===== src/rtl/srpq_pkg.sv =====
// Shared types and constants for the sorted runtime priority queue.
package srpq_pkg;

  localparam int DEF_QUEUE_DEPTH = 16;
  localparam int DEF_KEY_BITS    = 32;

  localparam int OP_W     = 2;
  localparam int TASK_W   = 4;
  localparam int RT_W     = 32;
  localparam int STATUS_W = 2;
  localparam int COUNT_W  = 5;

  localparam int S_DATA_W = ((TASK_W + RT_W + 7) / 8) * 8;
  localparam int M_DATA_W = ((TASK_W + COUNT_W + 7) / 8) * 8;

  typedef enum logic [OP_W-1:0] {
    OP_INSERT = 2'd0,
    OP_POP    = 2'd1,
    OP_REMOVE = 2'd2,
    OP_NONE   = 2'd3
  } op_t;

  typedef enum logic [STATUS_W-1:0] {
    ST_DONE = 2'd0,
    ST_MISS = 2'd1,
    ST_FULL = 2'd2
  } status_t;

  // Operation strobes broadcast to every cell of the row.
  typedef struct packed {
    logic ins_en;
    logic pop_en;
    logic rem_en;
  } cell_ctl_t;

endpackage


===== src/rtl/srpq_cell.sv =====
// One slot of the sorted row: holds an entry and shifts with its neighbors.
module srpq_cell #(
  parameter int KEY_BITS = srpq_pkg::DEF_KEY_BITS
) (
  input  logic                        clk,
  input  logic                        rst,
  input  srpq_pkg::cell_ctl_t         ctl,
  input  logic [srpq_pkg::TASK_W-1:0] new_task,
  input  logic [KEY_BITS-1:0]         new_key,
  input  logic                        left_valid,
  input  logic [srpq_pkg::TASK_W-1:0] left_task,
  input  logic [KEY_BITS-1:0]         left_key,
  input  logic                        left_le,
  input  logic                        right_valid,
  input  logic [srpq_pkg::TASK_W-1:0] right_task,
  input  logic [KEY_BITS-1:0]         right_key,
  input  logic                        found_in,
  output logic                        valid,
  output logic [srpq_pkg::TASK_W-1:0] task_id,
  output logic [KEY_BITS-1:0]         key,
  output logic                        ins_le,
  output logic                        found_out
);
  import srpq_pkg::*;

  logic                valid_next;
  logic [TASK_W-1:0]   task_next;
  logic [KEY_BITS-1:0] key_next;
  logic                match;

  assign match     = valid && (task_id == new_task);
  assign found_out = found_in | match;
  // The row is sorted, so this flag is false before the insert point and true from it on.
  assign ins_le    = !valid || (new_key <= key);

  always_comb begin
    priority if (ctl.ins_en && ins_le) begin
      if (left_le) begin
        valid_next = left_valid;
        task_next  = left_task;
        key_next   = left_key;
      end else begin
        valid_next = 1'b1;
        task_next  = new_task;
        key_next   = new_key;
      end
    end else if (ctl.pop_en || (ctl.rem_en && found_out)) begin
      valid_next = right_valid;
      task_next  = right_task;
      key_next   = right_key;
    end else begin
      valid_next = valid;
      task_next  = task_id;
      key_next   = key;
    end
  end

  always_ff @(posedge clk) begin
    if (rst) begin
      valid <= 1'b0;
    end else begin
      valid <= valid_next;
    end
  end

  always_ff @(posedge clk) begin
    task_id <= task_next;
    key     <= key_next;
  end

endmodule


===== src/rtl/sorted_runtime_priority_queue.sv =====
// Top level of the sorted runtime priority queue built from a row of shifting cells.
// The result of an accepted request is registered and presented in the next cycle.
// Throughput: one request per cycle unless the output stalls; all cells compare and shift
// in the same cycle, and the remove search ripples its first-match flag through the row.
// Reset clears the entry count and all cell valid bits at once; no clearing pass.
module sorted_runtime_priority_queue #(
  parameter int QUEUE_DEPTH = srpq_pkg::DEF_QUEUE_DEPTH,
  parameter int KEY_BITS    = srpq_pkg::DEF_KEY_BITS
) (
  input  logic                          clk,
  input  logic                          rst,
  input  logic                          s_tvalid,
  output logic                          s_tready,
  input  logic [srpq_pkg::S_DATA_W-1:0] s_tdata,   // task_id, runtime_key, zero fill
  input  logic [srpq_pkg::OP_W-1:0]     s_tuser,   // operation
  output logic                          m_tvalid,
  input  logic                          m_tready,
  output logic [srpq_pkg::M_DATA_W-1:0] m_tdata,   // popped_task, entry_count, zero fill
  output logic [srpq_pkg::STATUS_W-1:0] m_tuser    // status
);
  import srpq_pkg::*;

  localparam int CNT_W = $clog2(QUEUE_DEPTH + 1);

  logic                accept;
  op_t                 op;
  logic [TASK_W-1:0]   in_task;
  logic [RT_W-1:0]     in_rt;
  logic [KEY_BITS-1:0] in_key;
  logic [RT_W+KEY_BITS-1:0] rt_ext;

  logic [CNT_W-1:0] count;
  logic [CNT_W-1:0] count_next;
  logic             full;
  logic             empty;
  cell_ctl_t        ctl;
  status_t          status_next;

  logic                valid_c [QUEUE_DEPTH];
  logic [TASK_W-1:0]   task_c  [QUEUE_DEPTH];
  logic [KEY_BITS-1:0] key_c   [QUEUE_DEPTH];
  logic                le_c    [QUEUE_DEPTH];
  logic                found_c [QUEUE_DEPTH];

  status_t            status;
  logic [TASK_W-1:0]  popped;
  logic [CNT_W-1:0]   count_out;
  logic [CNT_W+COUNT_W-1:0] count_ext;

  assign accept  = s_tvalid && s_tready;
  assign s_tready = !m_tvalid || m_tready;

  assign op      = op_t'(s_tuser);
  assign in_task = s_tdata[TASK_W-1:0];
  assign in_rt   = s_tdata[TASK_W+RT_W-1:TASK_W];
  // Keep only the low KEY_BITS bits of the runtime, zero extended when wider.
  assign rt_ext  = {{KEY_BITS{1'b0}}, in_rt};
  assign in_key  = rt_ext[KEY_BITS-1:0];

  assign full  = (count == CNT_W'(QUEUE_DEPTH));
  assign empty = (count == '0);

  always_comb begin
    ctl         = '0;
    count_next  = count;
    status_next = ST_DONE;
    if (accept) begin
      unique case (op)
        OP_INSERT: begin
          if (full) begin
            status_next = ST_FULL;
          end else begin
            ctl.ins_en = 1'b1;
            count_next = count + 1'b1;
          end
        end
        OP_POP: begin
          if (empty) begin
            status_next = ST_MISS;
          end else begin
            ctl.pop_en = 1'b1;
            count_next = count - 1'b1;
          end
        end
        OP_REMOVE: begin
          ctl.rem_en = 1'b1;
          if (found_c[QUEUE_DEPTH-1]) begin
            count_next = count - 1'b1;
          end else begin
            status_next = ST_MISS;
          end
        end
        default: begin
          status_next = ST_DONE;
        end
      endcase
    end
  end

  for (genvar i = 0; i < QUEUE_DEPTH; i++) begin : g_cell
    logic                l_valid;
    logic [TASK_W-1:0]   l_task;
    logic [KEY_BITS-1:0] l_key;
    logic                l_le;
    logic                r_valid;
    logic [TASK_W-1:0]   r_task;
    logic [KEY_BITS-1:0] r_key;
    logic                f_in;

    if (i == 0) begin : g_head
      assign l_valid = 1'b0;
      assign l_task  = '0;
      assign l_key   = '0;
      assign l_le    = 1'b0;
      assign f_in    = 1'b0;
    end else begin : g_body
      assign l_valid = valid_c[i-1];
      assign l_task  = task_c[i-1];
      assign l_key   = key_c[i-1];
      assign l_le    = le_c[i-1];
      assign f_in    = found_c[i-1];
    end

    if (i == QUEUE_DEPTH - 1) begin : g_tail
      assign r_valid = 1'b0;
      assign r_task  = '0;
      assign r_key   = '0;
    end else begin : g_mid
      assign r_valid = valid_c[i+1];
      assign r_task  = task_c[i+1];
      assign r_key   = key_c[i+1];
    end

    srpq_cell #(
      .KEY_BITS (KEY_BITS)
    ) u_cell (
      .clk         (clk),
      .rst         (rst),
      .ctl         (ctl),
      .new_task    (in_task),
      .new_key     (in_key),
      .left_valid  (l_valid),
      .left_task   (l_task),
      .left_key    (l_key),
      .left_le     (l_le),
      .right_valid (r_valid),
      .right_task  (r_task),
      .right_key   (r_key),
      .found_in    (f_in),
      .valid       (valid_c[i]),
      .task_id     (task_c[i]),
      .key         (key_c[i]),
      .ins_le      (le_c[i]),
      .found_out   (found_c[i])
    );
  end

  always_ff @(posedge clk) begin
    if (rst) begin
      count    <= '0;
      m_tvalid <= 1'b0;
    end else begin
      count <= count_next;
      if (accept) begin
        m_tvalid <= 1'b1;
      end else if (m_tready) begin
        m_tvalid <= 1'b0;
      end
    end
  end

  always_ff @(posedge clk) begin
    if (accept) begin
      status    <= status_next;
      popped    <= ctl.pop_en ? task_c[0] : '0;
      count_out <= count_next;
    end
  end

  assign count_ext = {{COUNT_W{1'b0}}, count_out};
  assign m_tuser   = status;
  assign m_tdata   = {{(M_DATA_W - TASK_W - COUNT_W){1'b0}}, count_ext[COUNT_W-1:0], popped};

endmodule


===== config.mk =====
export PLATFORM = sky130hd
export DESIGN_NAME = sorted_runtime_priority_queue
export DESIGN_NICKNAME = d
export VERILOG_FILES = /design/src/rtl/srpq_pkg.sv /design/src/rtl/srpq_cell.sv /design/src/rtl/sorted_runtime_priority_queue.sv
export SDC_FILE = /design/constraint.sdc
export NUM_CORES = 2
export LEC_CHECK = 0
export BUFFER_PORTS_ARGS = -buffer_cell sky130_fd_sc_hd__buf_2
export CAP_MARGIN = 5
export CORE_MARGIN = 4
export CORE_UTILIZATION = 55
export DETAILED_ROUTE_END_ITERATION = 10
export PLACE_DENSITY_LB_ADDON = 0.25
export SLEW_MARGIN = 20
export SYNTH_ARGS = -nofsm -noshare
export SYNTH_HDL_FRONTEND = slang
export SYNTH_SLANG_ARGS = --single-unit

===== constraint.sdc =====
create_clock -name clk -period 6 [get_ports clk]
set_input_delay 0.6 -clock clk [delete_from_list [all_inputs] [get_ports clk]]
set_output_delay 0.6 -clock clk [all_outputs]
set_load 0.02 [all_outputs]

==> reports/metrics.csv <==
metric,value,unit
crit_family,simple AND/OR/NAND/NOR gates,
cts_resized,0,
netSwitchingFraction,28.1,%
cp_num_buf_inv,3,
cts_made_buffers,71,
required,6.35,ns
place_congestion,0.918,
rrSetupSlack,1.82,ns
power_density,237,nW/µm²
min_from,s_tvalid,
synth.area.top_cells,"edfxtp_1 39%, ha_1 14%, mux2i_1 12%, a21oi_1 4.9%, inv_1 4.6%",
clkPwrFrac,37.2,%
syn_area_per_cell,9.71,µm²
cts_tree,yes,
hold_class,input port to flip-flop,
core_area,80500,µm²
track_usage,25.7,%
syn_area,44700,µm²
final_antenna_net_count,0,
cp-start-kind,flip-flop,
instances_no_fill,5702,
outcome,"complete, no violations",
port_buffers,54,
reg2reg_from,g_cell[6].u_cell.key[22],
p_int,8.24,mW
holdBufCountCts,0,
dieArea,85900,µm²
postCtsSetupBuffers,0,
worst_pin_slew,1.06,ns
cp_max_fo,41,
cts.sinks,609,
synthCells,4602,
pin_count,66,
drc,0,
insertion_delay,0.64,ns
place_ws,1.28,ns
yosys.area.top_type_share,39.5,%
h-tree-depth,3,
ys_top_cells_by_count,"587 x edfxtp_1, 549 x inv_1, 541 x mux2i_1",
place_hpwl,86400,µm
finalCritPeriodShare,69.7,%
synth_area_leader_cell,edfxtp_1,
finClkSkew,0.0311,ns
finalWirelength,113000,µm
dp_cells,5573,
post-route-min-period,4.18,ns
antenna_found_initial,0,
gr-total-overflow,0,
crit_path_max_incr_delay,0.82,ns
p_comb_share,17.3,%
grt_first_pass_wirelength,178000,µm
drtIter0Drc,2403,
crit_slowest_cell,a2111oi_0,
setup_viol,0,
seq_area_frac_synth,40.4,%
grt_pass1_vias,33100,
ys_seq_elements,609,
vias_per_cell,5.90,
worst_r2r_endpoint,g_cell[6].u_cell.key[24],
clk_pin_slew,0.06,ns
synthFlopType,edfxtp_1,
yosysWarnings,0,
first_pass_iters,6,
clockBufferDepth,3,
maxSlewViolCount,0,
finalWorstSetupSlack,1.82,ns
seq_area,18100,µm²
cpMostUsedCell,buf_4,
nets,5146,
grt_max_degree,75,
die_w,293,µm
path_cells,"inv_1, ha_1, nand3_1, nor3_1, nand2_1, a2111oi_0, o31ai_4, buf_4, nand2_2, buf_4, o21ai_0",
rsz0062_at_grt,false,
cp-end-kind,flip-flop,
drive_gt1_share,7.37,%
holdPathStages,3,
num-fill-cells,6785,
whs_endpoint,m_tvalid,
wl_per_cell,19.7,µm
vias,33700,
reg2reg_depth,11,
die_y,293,µm
synth_cell_types,76,
final_area,48400,µm²
p_switching,3.22,mW
synthToLayoutAreaGrowth,8.28,%
cp.arrival,4.53,ns
ir_drop,0.248,mV
slew_headroom,27.7,%
power,11.5,mW
fmax,239,MHz
synth_edf_count,587,
fin_tns_setup,0,ns
row_count,104,
placed_area,46100,µm²
leakage,23.4,nW
drv_cap,0,
synth_most_common_cell,edfxtp_1,
hold_violations,0,
path_class,flip-flop to flip-flop,
multi_input_area,23600,µm²
start_util,55.5,%
root_buffer,clkbuf_16,
async_flop_share,0,%
p_seq_share,45.4,%
==> area by class of cell <==
class	count	share of cell area, %
multi-input cells	3203	48.9
flip-flops and latches	609	37.3
inverters	551	4.28
clock buffers	95	4.08
well taps	1060	2.74
repair buffers	150	2.13
clock inverters	33	0.548
diodes	1	0.00517
==> placed cells by master (no fill, tap or decap), types with 7 or more instances in the layout <==
| master | synthesis | layout |
|---|---|---|
| edfxtp_1 | 587 | 587 |
| inv_1 | 549 | 549 |
| mux2i_1 | 541 | 541 |
| ha_1 | 514 | 514 |
| a21oi_1 | 435 | 434 |
| nor2_1 | 392 | 391 |
| nand2_1 | 318 | 311 |
| o21ai_0 | 288 | 285 |
| nand4_1 | 97 | 97 |
| buf_4 | 21 | 93 |
| clkbuf_16 | 0 | 75 |
| a211oi_1 | 73 | 73 |
| a21o_1 | 62 | 62 |
| buf_2 | 84 | 54 |
| nand3_1 | 49 | 46 |
| mux2_2 | 46 | 46 |
| xor2_1 | 42 | 42 |
| o21a_1 | 41 | 39 |
| nor3_1 | 30 | 29 |
| o211ai_1 | 24 | 24 |
| xnor2_1 | 23 | 23 |
| dfxtp_1 | 22 | 22 |
| nor4_1 | 20 | 20 |
| clkbuf_1 | 128 | 18 |
| a31oi_1 | 18 | 17 |
| clkinv_1 | 2 | 16 |
| a221oi_1 | 15 | 15 |
| o221ai_1 | 14 | 13 |
| and4_1 | 12 | 12 |
| nand2b_1 | 13 | 12 |
| a2111oi_0 | 11 | 11 |
| clkinv_2 | 0 | 10 |
| or3_1 | 9 | 9 |
| nand2_2 | 1 | 8 |
| nor2b_1 | 7 | 7 |
| and3_1 | 7 | 7 |
| conb_1 | 1 | 7 |
==> worst max-delay path by stage <==
stage / slack, ns / from / endpoint / cells after the start
final: 1.82 / g_cell[6].u_cell.key[22] / g_cell[6].u_cell.key[24] / 11
after floorplan: 1.12 / s_tdata[4] / g_cell[12].u_cell.key[0] / 10
after global routing: 1.65 / g_cell[13].u_cell.key[31] / g_cell[13].u_cell.key[22] / 10
after CTS: 1.83 / g_cell[13].u_cell.key[31] / g_cell[13].u_cell.key[11] / 10
after global placement: 1.36 / s_tdata[30] / g_cell[9].u_cell.key[25] / 10
after detailed placement: 1.28 / s_tdata[29] / g_cell[13].u_cell.key[1] / 10
==> metal layers <==
metal | global-route usage [%] | share of wire, % | vias up
met1 | 34.8 | 45 | 15900
met4 | 10.7 | 4.4 | 0
li1 | - | - | 16600
met3 | 3.15 | 5.3 | 234
met5 | 0 | 0 | -
met2 | 42.0 | 46 | 909
==> kinds of logic (layout without fill, tap and decap cells) <==
kind of cell | after synthesis | after routing | synth area share, %
XOR/XNOR | 65 | 65 | 1.27
multiplexers | 587 | 587 | 13.3
flip-flops | 609 | 609 | 40.4
adder cells (fa/ha/maj) | 514 | 514 | 14.4
buffers and inverters | 796 | 829 | 7.10
other | 1 | 8 | 0.00839
AO/OA/AOI/OAI | 1043 | 1043 | 13.7
AND/OR/NAND/NOR | 987 | 987 | 9.80
==> tightest hold or removal path, cell delays in order <==
cell and delay [ns]:
buf_2 0.10, inv_1 0.04, a21oi_1 0.05
==> power by group through the flow <==
stage               sequential (mW)  clock (mW)  combinational, mW
floorplan                      5.22           0               1.39
global placement               5.28           0               1.89
detailed placement             5.29           0               1.96
CTS                            5.20        4.34               1.98
global route                   5.23        4.49               2.24
finish                         5.21        4.26               1.99
==> registers in the layout, summed over array words and instances, names as in the netlist <==
| name | flops |
|---|---|
| g_cell.u_cell.key | 512 |
| m_tvalid | 1 |
| g_cell.u_cell.task_id | 64 |
| g_cell.u_cell.valid | 16 |
| count | 5 |
| count_out | 5 |
| popped | 4 |
| m_tuser | 2 |
==> stage by stage <==
step | util, % | hold slack [ns]
after floorplan | - | 0.460
after global placement | 57.3 | 0.476
after detailed placement | 57.3 | 0.500
after CTS | 60.1 | 0.208
after global routing | 60.1 | 0.261
final | 60.1 | 0.235
No activity file was read; power rests on OpenSTA's default activity.
